### src/design/hte_pkg.sv
`default_nettype none
package hte_pkg;

  // character codes
  localparam logic [7:0] CH_CR    = 8'h0D;
  localparam logic [7:0] CH_LF    = 8'h0A;
  localparam logic [7:0] CH_SLASH = 8'h2F;
  localparam logic [7:0] CH_ZERO  = 8'h30;
  localparam logic [7:0] CH_NINE  = 8'h39;
  localparam logic [7:0] CH_LOW_A = 8'h61;
  localparam logic [7:0] CH_LOW_F = 8'h66;
  localparam logic [7:0] CH_UP_A  = 8'h41;
  localparam logic [7:0] CH_UP_F  = 8'h46;
  localparam logic [7:0] CH_LOW_X = 8'h78;
  localparam logic [7:0] CH_UP_X  = 8'h58;

  // offset from the low nibble of a hex letter to its digit value
  localparam logic [3:0] HEX_LETTER_OFS = 4'd9;

  // result kinds
  localparam logic KIND_BYTE  = 1'b0;
  localparam logic KIND_COUNT = 1'b1;

  // one queued job: an optional byte result followed by an optional count report
  typedef struct packed {
    logic       has_byte;
    logic [7:0] byte_value;
    logic [6:0] byte_index;
    logic       has_count;
    logic [7:0] total_count;
    logic       overflow;
  } job_t;

endpackage
`default_nettype wire

### src/design/hex_text_byte_extractor.sv
// A character that yields a result goes into the job queue and then into the output register.
// The front takes one character per cycle while the queue is not full, updating the parser
// state on each accepted character. A character that gives both a byte and the end count
// fills the output register twice, the byte first and then the count; the back end issues
// one result per cycle while out_ready is high.
// Reset (rst, synchronous): parser state idle, index 1, queue and output register empty.
`default_nettype none
module hex_text_byte_extractor #(
  parameter int TABLE_SIZE  = 128,
  parameter int QUEUE_DEPTH = 4
) (
  input  wire        clk,
  input  wire        rst,
  input  wire        in_valid,
  output logic       in_ready,
  input  wire [7:0]  text_char,
  input  wire        first_char,
  input  wire        last_char,
  output logic       out_valid,
  input  wire        out_ready,
  output logic       result_kind,
  output logic [7:0] byte_value,
  output logic [6:0] byte_index,
  output logic [7:0] total_count,
  output logic       overflow,
  output logic       last_result
);

  logic          accept;
  logic          push;
  hte_pkg::job_t job;
  logic          full;
  logic          empty;
  logic          pop;
  hte_pkg::job_t head;

  // the front takes a transaction whenever the queue has room, even while the
  // output register is stalled
  assign in_ready = !full;
  assign accept   = in_valid && in_ready;

  // front: character classification and parser state; pushes only characters
  // that produce at least one result
  hte_front #(
    .TABLE_SIZE(TABLE_SIZE)
  ) u_front (
    .clk       (clk),
    .rst       (rst),
    .accept    (accept),
    .text_char (text_char),
    .first_char(first_char),
    .last_char (last_char),
    .push      (push),
    .job       (job)
  );

  // short job queue decoupling the parser from the output side
  hte_fifo #(
    .DEPTH(QUEUE_DEPTH)
  ) u_fifo (
    .clk      (clk),
    .rst      (rst),
    .push     (push),
    .push_data(job),
    .full     (full),
    .pop      (pop),
    .empty    (empty),
    .head     (head)
  );

  // back: expands each job into one or two output transactions
  hte_back u_back (
    .clk        (clk),
    .rst        (rst),
    .empty      (empty),
    .head       (head),
    .pop        (pop),
    .out_valid  (out_valid),
    .out_ready  (out_ready),
    .result_kind(result_kind),
    .byte_value (byte_value),
    .byte_index (byte_index),
    .total_count(total_count),
    .overflow   (overflow),
    .last_result(last_result)
  );

endmodule
`default_nettype wire

### src/design/hte_fifo.sv
`default_nettype none
module hte_fifo #(
  parameter int DEPTH = 4
) (
  input  wire              clk,
  input  wire              rst,
  input  wire              push,
  input  hte_pkg::job_t    push_data,
  output logic             full,
  input  wire              pop,
  output logic             empty,
  output hte_pkg::job_t    head
);

  localparam int PTR_W = (DEPTH > 1) ? $clog2(DEPTH) : 1;
  localparam int CNT_W = $clog2(DEPTH + 1);

  hte_pkg::job_t    entries [DEPTH];
  logic [PTR_W-1:0] wr_ptr;
  logic [PTR_W-1:0] rd_ptr;
  logic [CNT_W-1:0] count;

  logic do_push;
  logic do_pop;

  assign full    = (count == CNT_W'(DEPTH));
  assign empty   = (count == '0);
  assign head    = entries[rd_ptr];
  assign do_push = push && !full;
  assign do_pop  = pop && !empty;

  always_ff @(posedge clk) begin
    if (do_push) begin
      entries[wr_ptr] <= push_data;
    end
  end

  always_ff @(posedge clk) begin
    if (rst) begin
      wr_ptr <= '0;
      rd_ptr <= '0;
      count  <= '0;
    end else begin
      if (do_push) begin
        wr_ptr <= (wr_ptr == PTR_W'(DEPTH - 1)) ? '0 : wr_ptr + 1'b1;
      end
      if (do_pop) begin
        rd_ptr <= (rd_ptr == PTR_W'(DEPTH - 1)) ? '0 : rd_ptr + 1'b1;
      end
      case ({do_push, do_pop})
        2'b10:   count <= count + 1'b1;
        2'b01:   count <= count - 1'b1;
        default: count <= count;
      endcase
    end
  end

endmodule
`default_nettype wire

### src/design/hte_front.sv
`default_nettype none
module hte_front #(
  parameter int TABLE_SIZE = 128
) (
  input  wire            clk,
  input  wire            rst,
  input  wire            accept,
  input  wire [7:0]      text_char,
  input  wire            first_char,
  input  wire            last_char,
  output logic           push,
  output hte_pkg::job_t  job
);

  localparam int IDX_W = $clog2(TABLE_SIZE + 1);

  typedef enum logic [1:0] {
    PH_IDLE,
    PH_ZERO,
    PH_X,
    PH_HIGH
  } phase_t;

  localparam logic [1:0] SL_NONE    = 2'd0;
  localparam logic [1:0] SL_ONE     = 2'd1;
  localparam logic [1:0] SL_COMMENT = 2'd2;

  phase_t           digit_phase;
  logic [1:0]       slash_level;
  logic [3:0]       high_nibble;
  logic [IDX_W-1:0] next_index;
  logic             dropped_flag;

  phase_t           digit_phase_next;
  logic [1:0]       slash_level_next;
  logic [3:0]       high_nibble_next;
  logic [IDX_W-1:0] next_index_next;
  logic             dropped_flag_next;

  phase_t           base_phase;
  logic [1:0]       base_slash;
  logic [3:0]       base_high;
  logic [IDX_W-1:0] base_index;
  logic             base_dropped;

  logic             is_digit;
  logic             is_lower_hex;
  logic             is_upper_hex;
  logic             is_hex;
  logic [3:0]       digit;
  logic             have_byte;
  logic [IDX_W+7:0] idx_ext;
  logic [IDX_W+7:0] cnt_ext;

  always_comb begin
    // first character of a text starts from the reset state
    base_phase   = first_char ? PH_IDLE : digit_phase;
    base_slash   = first_char ? SL_NONE : slash_level;
    base_high    = first_char ? 4'd0 : high_nibble;
    base_index   = first_char ? IDX_W'(1) : next_index;
    base_dropped = first_char ? 1'b0 : dropped_flag;

    is_digit     = (text_char >= hte_pkg::CH_ZERO) && (text_char <= hte_pkg::CH_NINE);
    is_lower_hex = (text_char >= hte_pkg::CH_LOW_A) && (text_char <= hte_pkg::CH_LOW_F);
    is_upper_hex = (text_char >= hte_pkg::CH_UP_A) && (text_char <= hte_pkg::CH_UP_F);
    is_hex       = is_digit || is_lower_hex || is_upper_hex;
    digit        = is_digit ? text_char[3:0] : text_char[3:0] + hte_pkg::HEX_LETTER_OFS;

    digit_phase_next  = base_phase;
    slash_level_next  = base_slash;
    high_nibble_next  = base_high;
    next_index_next   = base_index;
    dropped_flag_next = base_dropped;
    have_byte         = 1'b0;

    if (text_char == hte_pkg::CH_CR || text_char == hte_pkg::CH_LF) begin
      slash_level_next = SL_NONE;
      digit_phase_next = PH_IDLE;
    end else if (text_char == hte_pkg::CH_SLASH) begin
      if (base_slash != SL_COMMENT) begin
        slash_level_next = base_slash + 1'b1;
      end
      digit_phase_next = PH_IDLE;
    end else if (is_hex) begin
      if (base_slash != SL_COMMENT) begin
        if (is_digit && base_phase == PH_IDLE && text_char == hte_pkg::CH_ZERO) begin
          digit_phase_next = PH_ZERO;
        end else if (base_phase == PH_X) begin
          digit_phase_next = PH_HIGH;
          high_nibble_next = digit;
        end else if (base_phase == PH_HIGH) begin
          digit_phase_next = PH_IDLE;
          if (base_index < IDX_W'(TABLE_SIZE)) begin
            have_byte       = 1'b1;
            next_index_next = base_index + 1'b1;
          end else begin
            dropped_flag_next = 1'b1;
          end
        end
      end
    end else if (text_char == hte_pkg::CH_LOW_X || text_char == hte_pkg::CH_UP_X) begin
      if (base_phase == PH_ZERO) begin
        digit_phase_next = PH_X;
      end
    end else begin
      if (base_slash == SL_ONE) begin
        slash_level_next = SL_NONE;
      end
      digit_phase_next = PH_IDLE;
    end

    // indices wrap to the port widths
    idx_ext = {8'd0, base_index};
    cnt_ext = {8'd0, next_index_next};

    job.has_byte    = have_byte;
    job.byte_value  = {base_high, digit};
    job.byte_index  = idx_ext[6:0];
    job.has_count   = last_char;
    job.total_count = cnt_ext[7:0];
    job.overflow    = dropped_flag_next;

    push = accept && (have_byte || last_char);
  end

  always_ff @(posedge clk) begin
    if (rst) begin
      digit_phase  <= PH_IDLE;
      slash_level  <= SL_NONE;
      high_nibble  <= 4'd0;
      next_index   <= IDX_W'(1);
      dropped_flag <= 1'b0;
    end else if (accept) begin
      digit_phase  <= digit_phase_next;
      slash_level  <= slash_level_next;
      high_nibble  <= high_nibble_next;
      next_index   <= next_index_next;
      dropped_flag <= dropped_flag_next;
    end
  end

endmodule
`default_nettype wire

### src/design/hte_back.sv
`default_nettype none
module hte_back (
  input  wire            clk,
  input  wire            rst,
  input  wire            empty,
  input  hte_pkg::job_t  head,
  output logic           pop,
  output logic           out_valid,
  input  wire            out_ready,
  output logic           result_kind,
  output logic [7:0]     byte_value,
  output logic [6:0]     byte_index,
  output logic [7:0]     total_count,
  output logic           overflow,
  output logic           last_result
);

  logic       load_ok;
  logic       pend_count;
  logic [7:0] pend_total;
  logic       pend_ovf;

  assign load_ok = !out_valid || out_ready;
  assign pop     = load_ok && !pend_count && !empty;

  always_ff @(posedge clk) begin
    if (rst) begin
      out_valid  <= 1'b0;
      pend_count <= 1'b0;
    end else if (load_ok) begin
      if (pend_count) begin
        out_valid  <= 1'b1;
        pend_count <= 1'b0;
      end else if (!empty) begin
        out_valid  <= 1'b1;
        pend_count <= head.has_byte && head.has_count;
      end else begin
        out_valid <= 1'b0;
      end
    end
  end

  always_ff @(posedge clk) begin
    if (load_ok) begin
      if (pend_count) begin
        result_kind <= hte_pkg::KIND_COUNT;
        byte_value  <= 8'd0;
        byte_index  <= 7'd0;
        total_count <= pend_total;
        overflow    <= pend_ovf;
        last_result <= 1'b1;
      end else if (!empty) begin
        pend_total <= head.total_count;
        pend_ovf   <= head.overflow;
        if (head.has_byte) begin
          result_kind <= hte_pkg::KIND_BYTE;
          byte_value  <= head.byte_value;
          byte_index  <= head.byte_index;
          total_count <= 8'd0;
          overflow    <= 1'b0;
          last_result <= !head.has_count;
        end else begin
          result_kind <= hte_pkg::KIND_COUNT;
          byte_value  <= 8'd0;
          byte_index  <= 7'd0;
          total_count <= head.total_count;
          overflow    <= head.overflow;
          last_result <= 1'b1;
        end
      end
    end
  end

endmodule
`default_nettype wire

### config.mk
export PLATFORM = sky130hd
export DESIGN_NAME = hex_text_byte_extractor
export DESIGN_NICKNAME = d
export VERILOG_FILES = /design/src/design/hte_pkg.sv /design/src/design/hex_text_byte_extractor.sv /design/src/design/hte_fifo.sv /design/src/design/hte_front.sv /design/src/design/hte_back.sv
export SDC_FILE = /design/constraint.sdc
export NUM_CORES = 1
export LEC_CHECK = 0
export ABC_AREA = 1
export BUFFER_PORTS_ARGS = -buffer_cell sky130_fd_sc_hd__buf_2
export CORE_UTILIZATION = 35
export CTS_BUF_LIST = sky130_fd_sc_hd__clkbuf_8
export CTS_CLUSTER_SIZE = 20
export DETAILED_ROUTE_END_ITERATION = 10
export PLACE_DENSITY = 0.58
export SLEW_MARGIN = 20
export SYNTH_ARGS = -nofsm -noshare
export SYNTH_HDL_FRONTEND = slang
export SYNTH_SLANG_ARGS = --single-unit
export TNS_END_PERCENT = 10
### constraint.sdc
create_clock -name clk -period 5 [get_ports clk]
set_clock_uncertainty 0.2 [all_clocks]
set_input_delay 0.75 -clock clk [delete_from_list [all_inputs] [get_ports clk]]
set_output_delay 0.75 -clock clk [all_outputs]
set_load 0.05 [all_outputs]
==> out/results.ini, run 1 <==
[run_status]
status=finished clean

[synthesis]
synth-seq-cells=167
syn_area_sq_um=7367
yosysTopAreaCell=edfxtp_1
ys_types=38
synth.yosys.seq_area_share_pct=64.27
yosysTopAreaCellShare_pct=56.66
synthesis.nets=730
netlist_instances=696
synth.avg_cell_area_sq_um=10.58
synthTopCellsByArea=edfxtp_1 (57%), dfxtp_1 (7.6%), nor2_1 (6.1%)
yosysWarningCount=0

[final_layout]
post-route-util_pct=40.57
nFillCells=1968
final-seq-area_sq_um=4735
stdcell_area_sq_um=8288
final_cells=1021
area_delta_synth_final_pct=12.50
multiInputGateArea_sq_um=2242
nets=772
antenna_cells=0
drive_above_1_share_pct=16.51

[setup_path]
crit_fanout=12
cp_data_arrival_time_ns=3.43
cp.required_ns=5.15
cp-end-kind=register
worst-setup-path-type=in2reg
r2r_setup_slack_ns=2.03
start_kind=input pin

[place]
io_buffers=41
gp_congestion=0.9246
dpl.hpwl_um=9830
dp.cells=989
dpl-instance-area_sq_um=7859

[cts]
cts_tree=built
cts_resized=0
cts_num_sinks=167
clk_path_buf_depth=2
postCtsSetupRepairBufs=0
clk_latency_ns=0.46
h-tree-depth=4
cts.hold.buffers_added=0
clock-root-buffer=clkbuf_8
cts_buffers=17
clk_pin_slew_ns=0.10

[detailed_routing]
drtAntennaViolNets=0
firstDrtPassIters=7
wirelength_um=15250
num_vias=4866
wl_per_cell_um=14.93
routed_via_density=4.766
drc=0
first_iter_violations=344

[grt]
grt.total_usage_pct=14.99
gr-total-overflow=0
antenna_found_initial=0
grt_pass1_wl_um=24670
grt_pass1_vias=4724
grt_max_degree=53

[timing]
min_period_over_period_pct=65.58
fmax_ghz=0.3050
finalMaxSlewViolations=0
hold_ws_ns=0.2771
period_minus_slack_ns=3.279
setup_violations=0
rsz0062_at_grt=false
hold_viol=0
tightest_slew_ns=0.9348
slew_headroom_pct=37.30
fin_tns_setup_ns=0

[power]
ir_drop_v=0.0002730
power.density_nw_per_um2=550.2
power.leakage_nw=3.186

[worst_hold_path]
hold_path.class=reg2reg

[floorplan]
num_io_pins=42
die_h_um=147.1
dieArea_sq_um=21630
rows=52
core_area_sq_um=20430
floorplan.initialDensity_pct=36.06
die_w_um=147.1

[run]
maxCapViolCount=0

## path summary, 6_finish.rpt
path | startpoint | cells after the start | end
setup / recovery | first_char | 18 | u_fifo.count[2]
hold / removal | u_front.digit_phase[1] | 2 | u_front.digit_phase[1]
setup reg to reg | u_fifo.count[0] | 12 | u_fifo.count[2]
hold reg to reg | u_front.digit_phase[1] | 2 | u_front.digit_phase[1]
## flip-flops by register name, indices dropped and copies added, names as in the netlist, 2 cells and up, named ones only
signal / flops
u_fifo.entries: 104
u_back.byte_value: 8
u_back.pend_total: 8
u_back.total_count: 8
u_front.next_index: 8
u_back.byte_index: 7
u_front.high_nibble: 4
u_fifo.count: 3
u_fifo.rd_ptr: 2
u_fifo.wr_ptr: 2
u_front.digit_phase: 2
u_front.slash_level: 2
## synthesized netlist by cell type
| library cell | instances |
|---|---|
| o21ai_1 | 7 |
| o22ai_1 | 10 |
| nand3_1 | 31 |
| nand2_2 | 11 |
| o211a_1 | 1 |
| a21oi_2 | 4 |
| nor2_1 | 120 |
| nand4_1 | 3 |
| nand3_4 | 1 |
| buf_1 | 2 |
| nand2_1 | 86 |
| clkinv_2 | 1 |
| ha_1 | 19 |
| clkbuf_1 | 17 |
| nand2_4 | 1 |
| nor2_2 | 5 |
| nand4_2 | 1 |
| inv_2 | 7 |
| fa_1 | 1 |
| a21oi_1 | 38 |
| clkbuf_2 | 1 |
| clkinv_1 | 1 |
| buf_12 | 1 |
| and3_1 | 1 |
| edfxtp_1 | 139 |
| and2_1 | 1 |
| a21oi_4 | 1 |
| a221oi_1 | 1 |
| o211ai_1 | 1 |
| buf_2 | 5 |
| nand3_2 | 7 |
| a211oi_1 | 1 |
| nor3_1 | 7 |
| dfxtp_1 | 28 |
| a22o_1 | 9 |
| o21ai_0 | 58 |
| inv_1 | 65 |
| xor2_1 | 3 |
## critical path, stage by stage
cell and delay [ns]:
buf_2 0.18, inv_1 0.24, nand2_1 0.14, inv_1 0.14, ha_1 0.30, inv_2 0.04, nand2_1 0.13, nor2_2 0.09
nand3_4 0.11, nand2_2 0.10, nand2_2 0.14, ha_1 0.17, inv_1 0.07, fa_1 0.38, a21oi_1 0.14, o21ai_0 0.11
o21ai_0 0.16, a21oi_1 0.05
## metrics by stage
step | worst slack (ns) | power, mW
finish | 1.721 | 4.560
global route | 1.514 | 4.840
CTS | 1.747 | 4.614
detailed placement | 1.244 | 3.598
global placement | 1.339 | 3.577
floorplan | 1.173 | 3.179
## metal layers
metal,routed length (um),global-route usage (%)
met5,0,0
met4,353,5.619
met3,642,4.379
met2,7236,24.08
met1,7014,19.10
## cell families (layout without fill, tap and decap cells)
group | count (synthesis) | in the layout | synth area share [%]
flip-flops | 167 | 167 | 64.27
XOR/XNOR | 3 | 3 | 0.3567
buffers and inverters | 100 | 155 | 5.435
AND/OR/NAND/NOR | 275 | 275 | 16.37
AO/OA/AOI/OAI | 131 | 131 | 10.07
adder cells (fa/ha/maj) | 20 | 20 | 3.499
## power breakdown
part | total (mW) | switching (mW) | internal [mW]
registers | 1.95 | 0.0690 | 1.88
clock network | 1.02 | 0.513 | 0.507
logic | 1.59 | 1.21 | 0.378
## area by class of cell
type	instances	share of cell area [%]
multi-input cells	429	27.05
flip-flops and latches	167	57.13
repair buffers	49	3.200
clock buffers	17	2.823
inverters	74	3.367
well taps	270	4.076
clock inverters	15	2.355
## cell usage in the layout (no fill, tap or decap), drive strengths merged, types with 3 or more instances in the layout
| cell type | count |
|---|---|
| inv | 75 |
| nor3 | 7 |
| nand2 | 98 |
| clkinv | 11 |
| a21oi | 43 |
| edfxtp | 139 |
| nor2 | 125 |
| o22ai | 10 |
| nand3 | 39 |
| xor2 | 3 |
| clkbuf | 17 |
| bufinv | 3 |
| ha | 19 |
| o21ai | 65 |
| a22o | 9 |
| dfxtp | 28 |
| buf | 49 |
| nand4 | 4 |
No activity file was read; power rests on OpenSTA's default activity.
==> inputs of run 2 (changes only) <==
clock period = 3.4 ns   (was 5 ns; I/O delays follow)
==> run 2 against run 1 <==
Combinational power increased by 50%. Flip-flop and latch count unchanged. First-iteration DRC count decreased by 4.7%. Hold slack got worse by 0.15 ns. Largest power group unchanged. Final cell count increased by 1.1%. Sequential share of layout area decreased by 0.58 points. Setup slack got worse by 1.1 ns. Critical endpoint unchanged. Critical path depth decreased by 1.
==> out/results.ini, run 2 (synthesis results as in run 1) <==
[run_status]
status=finished clean

[timing]
setup_violations=0
min_period_over_period_pct=81.75
finalMaxSlewViolations=0
tightest_slew_ns=0.7288
fin_tns_setup_ns=0
period_minus_slack_ns=2.780
hold_viol=0
fmax_ghz=0.3598
rsz0062_at_grt=false
slew_headroom_pct=51.29

[setup_path]
crit_buf_inv=4
slowest_stage=fa_1
crit_fanout=12
r2r_setup_slack_ns=0.66
max_stage_delay_ns=0.38
path_delay_family=adder cells
path_cells=buf_2, inv_1, nand2_1, inv_1, ha_1, nand2_1, nor2_2, nand3_4, nand2_2, nand2_2, ha_1, inv_1, fa_1, a21oi_1, o21ai_0, o21ai_0, a21oi_1
critical_path.most_common_cell=inv_1
start_kind=input pin
worst-setup-path-type=in2reg
cp.required_ns=3.55
cp_data_arrival_time_ns=2.93
cp-end-kind=register

[power]
combPwrFrac_pct=35.9
swShare_pct=40.68
power.leakage_nw=3.231
p_int_mw=3.924
clockPowerShare_pct=20.5
power.switching_mw=2.691
power.density_nw_per_um2=790.0
ir_drop_v=0.0003138
p_total_mw=6.615
seqPwrFrac_pct=43.5

[floorplan]
dieArea_sq_um=21630
core_area_sq_um=20430
die_h_um=147.1
num_io_pins=42
rows=52
die_w_um=147.1
floorplan.initialDensity_pct=36.06

[final_layout]
stdcell_area_sq_um=8373
nFillCells=1986
final_cells=1032
antenna_cells=0
area_delta_synth_final_pct=13.65
nets=783
drive_above_1_share_pct=17.72
final_common_cell=edfxtp_1
layout_common_cells=edfxtp_1 (139), nor2_1 (116), nand2_1 (86)
largest_reg_flops=104
regMostFlops=u_fifo.entries

[grt]
grt_pass1_wl_um=24550
grt_pass1_vias=4598
grt.total_usage_pct=15.03
gr-total-overflow=0
grt_max_degree=37
antenna_found_initial=0

[cts]
cts_num_sinks=167
h-tree-depth=4
clk_pin_slew_ns=0.09
clk_latency_ns=0.46
clock-root-buffer=clkbuf_8
cts.hold.buffers_added=0
cts_buffers=17
cts_resized=0
cts_tree=built
postCtsSetupRepairBufs=0
clk_path_buf_depth=2

[detailed_routing]
drc=0
first_iter_violations=328
firstDrtPassIters=4
drtAntennaViolNets=0
num_vias=4896
wl_per_cell_um=14.75
wirelength_um=15220
routed_via_density=4.744

[run]
maxCapViolCount=0

[place]
dpl.hpwl_um=10180
gp_congestion=0.8847
dpl-instance-area_sq_um=7991
dp.cells=1000
io_buffers=41

[worst_hold_path]
hold_path.class=in2reg

[run 2: cell types whose count changed in the layout (fill, tap and decap cells not counted), sizes merged]
cell      previous run  this run
buf                 49        60
inv                 75        83
clkinv              11         5
bufinv               3         0
clkinvlp             0         1
[run 2: routing by layer]
layer / share of wire [%] / routed length (um) / global-route usage, % / vias to the layer above
met5: 0 / 0 / 0 / -
li1: - / - / - / 2481
met4: 1.4 / 214 / 4.845 / 0
met2: 47 / 7129 / 23.77 / 100
met3: 3.8 / 579 / 3.851 / 12
met1: 48 / 7295 / 20.15 / 2303
[run 2: final timing paths]
check,startpoint,to,depth (start not counted)
worst max-delay path,first_char,u_fifo.count[2],17
worst min-delay path,last_char,u_fifo.entries[2][9],1
worst min register to register,u_front.digit_phase[0],u_front.digit_phase[0],2
worst max register to register,u_front.digit_phase[0],u_fifo.count[1],16
[run 2: per-stage QoR]
| step | hold slack, ns | util (%) | setup slack, ns |
|---|---|---|---|
| floorplan | 0.2453 | - | -0.1868 |
| global placement | 0.2558 | 39.12 | 0.2257 |
| detailed placement | 0.2672 | 39.12 | 0.1526 |
| CTS | 0.1072 | 40.98 | 0.6500 |
| global route | 0.09149 | 40.98 | 0.3399 |
| finish | 0.1238 | 40.98 | 0.6204 |
[run 2: area by class of cell]
class	instances	area [sq um]	share of cell area [%]
repair buffers	60	397.9	4.752
clock buffers	17	234.0	2.794
multi-input cells	429	2242	26.78
well taps	270	337.8	4.035
flip-flops and latches	167	4735	56.55
inverters	74	279.0	3.332
clock inverters	15	147.6	1.763
[run 2: power by group through the flow]
stage | Combinational (mW) | Sequential (mW) | Clock (mW)
6_report | 2.38 | 2.88 | 1.36
5_1_grt | 2.63 | 2.92 | 1.47
4_1_cts | 2.42 | 2.88 | 1.40
3_5_place_dp | 2.42 | 2.93 | 0
3_3_place_gp | 2.39 | 2.93 | 0
2_1_floorplan | 1.18 | 3.50 | 0
==> inputs of run 3 (changes only) <==
ABC_AREA = 0   (was 1)
PLACE_DENSITY = 0.6   (was 0.58)
clock period = 2.4 ns   (was 3.4 ns; I/O delays follow)
==> run 3 against run 2 <==
The flow now finishes with violations (setup timing). Synthesized area shrank 2.6%. Die area shrank 2.6%. Highest routed layer unchanged. Critical endpoint unchanged. Clock power increased by 54%.
==> out/results.ini, run 3 <==
[synthesis]
synth_common_cells=edfxtp_1 (139), nand2_1 (43), nor2_1 (30)
yosysWarningCount=0
synth.yosys.seq_area_share_pct=65.98
async_reset_ff_share_pct=0
synthTopCellsByArea=edfxtp_1 (58%), mux4_2 (7.8%), dfxtp_1 (7.8%)
netlist_instances=495
synth_edf_count=139
synth.avg_cell_area_sq_um=14.50
yosysTopAreaCellShare_pct=58.17
synthesis.nets=529
synth-seq-cells=167
yosysMostFrequentCell=edfxtp_1
syn_area_sq_um=7176
ys_types=58
synthFlopType=edfxtp_1
yosysTopAreaCell=edfxtp_1

[cts]
h-tree-depth=4
clk_path_buf_depth=2
clock-root-buffer=clkbuf_8
clk_latency_ns=0.46
cts_num_sinks=167
clk_pin_slew_ns=0.09
cts_tree=built
cts_buffers=17

[grt]
grt_pass1_vias=4383
grt_max_degree=27
gr-total-overflow=0
antenna_found_initial=0
grt.total_usage_pct=14.52
grt_pass1_wl_um=23380

[timing]
slew_headroom_pct=59.02
rsz0062_at_grt=true
tightest_slew_ns=0.6134
setup_violations=140
min_period_over_period_pct=126.7
fmax_ghz=0.3289
hold_viol=0
worst_slack_ns=-0.6408
finalMaxSlewViolations=0
period_minus_slack_ns=3.041
hold_ws_ns=0.1052

[setup_path]
r2r_end=u_fifo.count[2]
cp.required_ns=2.59
worst-setup-path-type=reg2reg
r2r_start=u_front.digit_phase[0]
reg2regPathDepth=13
cp_data_arrival_time_ns=3.23
start_kind=register
cp-end-kind=register
crit_fanout=2
r2r_setup_slack_ns=-0.64

[place]
place_ws_ns=-0.9705
gp_congestion=0.8131
dpl.hpwl_um=9342
io_buffers=41

[detailed_routing]
wirelength_um=14780
first_iter_violations=345
wl_per_cell_um=16.52
routed_via_density=4.943
firstDrtPassIters=4
drc=0
num_vias=4424
drtAntennaViolNets=0

[floorplan]
die_w_um=145.2
die_h_um=145.2
num_io_pins=42
rows=52
core_area_sq_um=20170
dieArea_sq_um=21080
floorplan.initialDensity_pct=35.58

[power]
p_total_mw=8.891
power.density_nw_per_um2=993.5
power.leakage_nw=3.176
ir_drop_v=0.0003176

[worst_hold_path]
hold_path.class=in2reg
min-delay-start=rst
hold_depth=2
whs_endpoint=u_front.high_nibble[3]

[final_layout]
layout_common_cells=edfxtp_1 (139), buf_4 (69), nand2_1 (40), buf_2 (40), dfxtp_1 (26)
regMostFlops=u_fifo.entries
final_common_cell=edfxtp_1
post-route-util_pct=44.37
drive_above_1_share_pct=35.68
largest_reg_flops=104
antenna_cells=0
area_delta_synth_final_pct=24.73
nets=646

[run_status]
failed_checks=setup timing
status=complete, but fails checks

[run]
maxCapViolCount=0

run 3: layer usage:
metal / global-route usage [%] / wire, um / part of all wire, %
met1: 18.58 / 6727 / 46
met2: 24.13 / 7312 / 49
met3: 3.899 / 572 / 3.9
met4: 4.158 / 172 / 1.2
met5: 0 / 0 / 0
run 3: worst max-delay path, stage by stage (launching register included):
cell and delay, ns:
dfxtp_2 0.34, nand2b_4 0.08, ha_4 0.14, or4b_4 0.47, o31ai_4 0.22, a211oi_2 0.07
and2_4 0.16, o21ai_4 0.15, ha_4 0.16, inv_2 0.03, fa_2 0.34, xor2_1 0.15
or3_1 0.30, a21oi_1 0.14
run 3: repair_timing:
item	4_1_cts	5_1_grt
endpoints found under the setup margin	153	149
setup buffers	2	9
cloned	2	0
gates resized for setup	19	21
hold endpoints to repair	4	0
hold buffers	1	0
pin swaps	8	9
run 3: how the worst max path moves through the flow:
stage                                start               to  slack (ns)  cells after the start
floorplan                       first_char  u_fifo.count[2]       -1.24                     15
global placement                first_char  u_fifo.count[2]       -0.92                     14
detailed placement              first_char  u_fifo.count[2]       -0.97                     14
CTS                 u_front.digit_phase[0]  u_fifo.count[2]       -0.64                     13
global route        u_front.digit_phase[0]  u_fifo.count[2]       -0.74                     13
finish              u_front.digit_phase[0]  u_fifo.count[2]       -0.64                     13
run 3: cells by family after synthesis:
kind of cell	synth area share, %
compound gates	6.400
xor+xnor	0.9765
fa+ha+maj	3.592
buf+inv	2.685
flops	65.98
mux	9.468
simple gates	10.90
run 3: cell type report:
type / instances / area [sq um]
clock buffers: 19 / 261.5
well taps: 270 / 337.8
multi-input cells: 279 / 2431
repair buffers: 121 / 929.6
flip-flops and latches: 167 / 4737
clock inverters: 13 / 152.6
fillers: 1834 / 11220
inverters: 26 / 100.1
run 3: where the power goes:
part	total, mW	leakage [nW]	internal [mW]	switching (mW)
Sequential	3.86	1.50	3.74	0.125
Clock	2.09	0.221	1.08	1.01
Combinational	2.94	1.45	0.999	1.94
Total	8.89	3.18	5.82	3.08
run 3: metrics by stage:
stage / area [sq um] / cells / setup TNS, ns
after floorplan: 7229 / 495 / -104.74
after global placement: 8242 / 853 / -81.55
after detailed placement: 8242 / 853 / -95.12
after CTS: 8818 / 890 / -19.77
after global routing: 8950 / 895 / -29.16
final: 8950 / 895 / -21.54
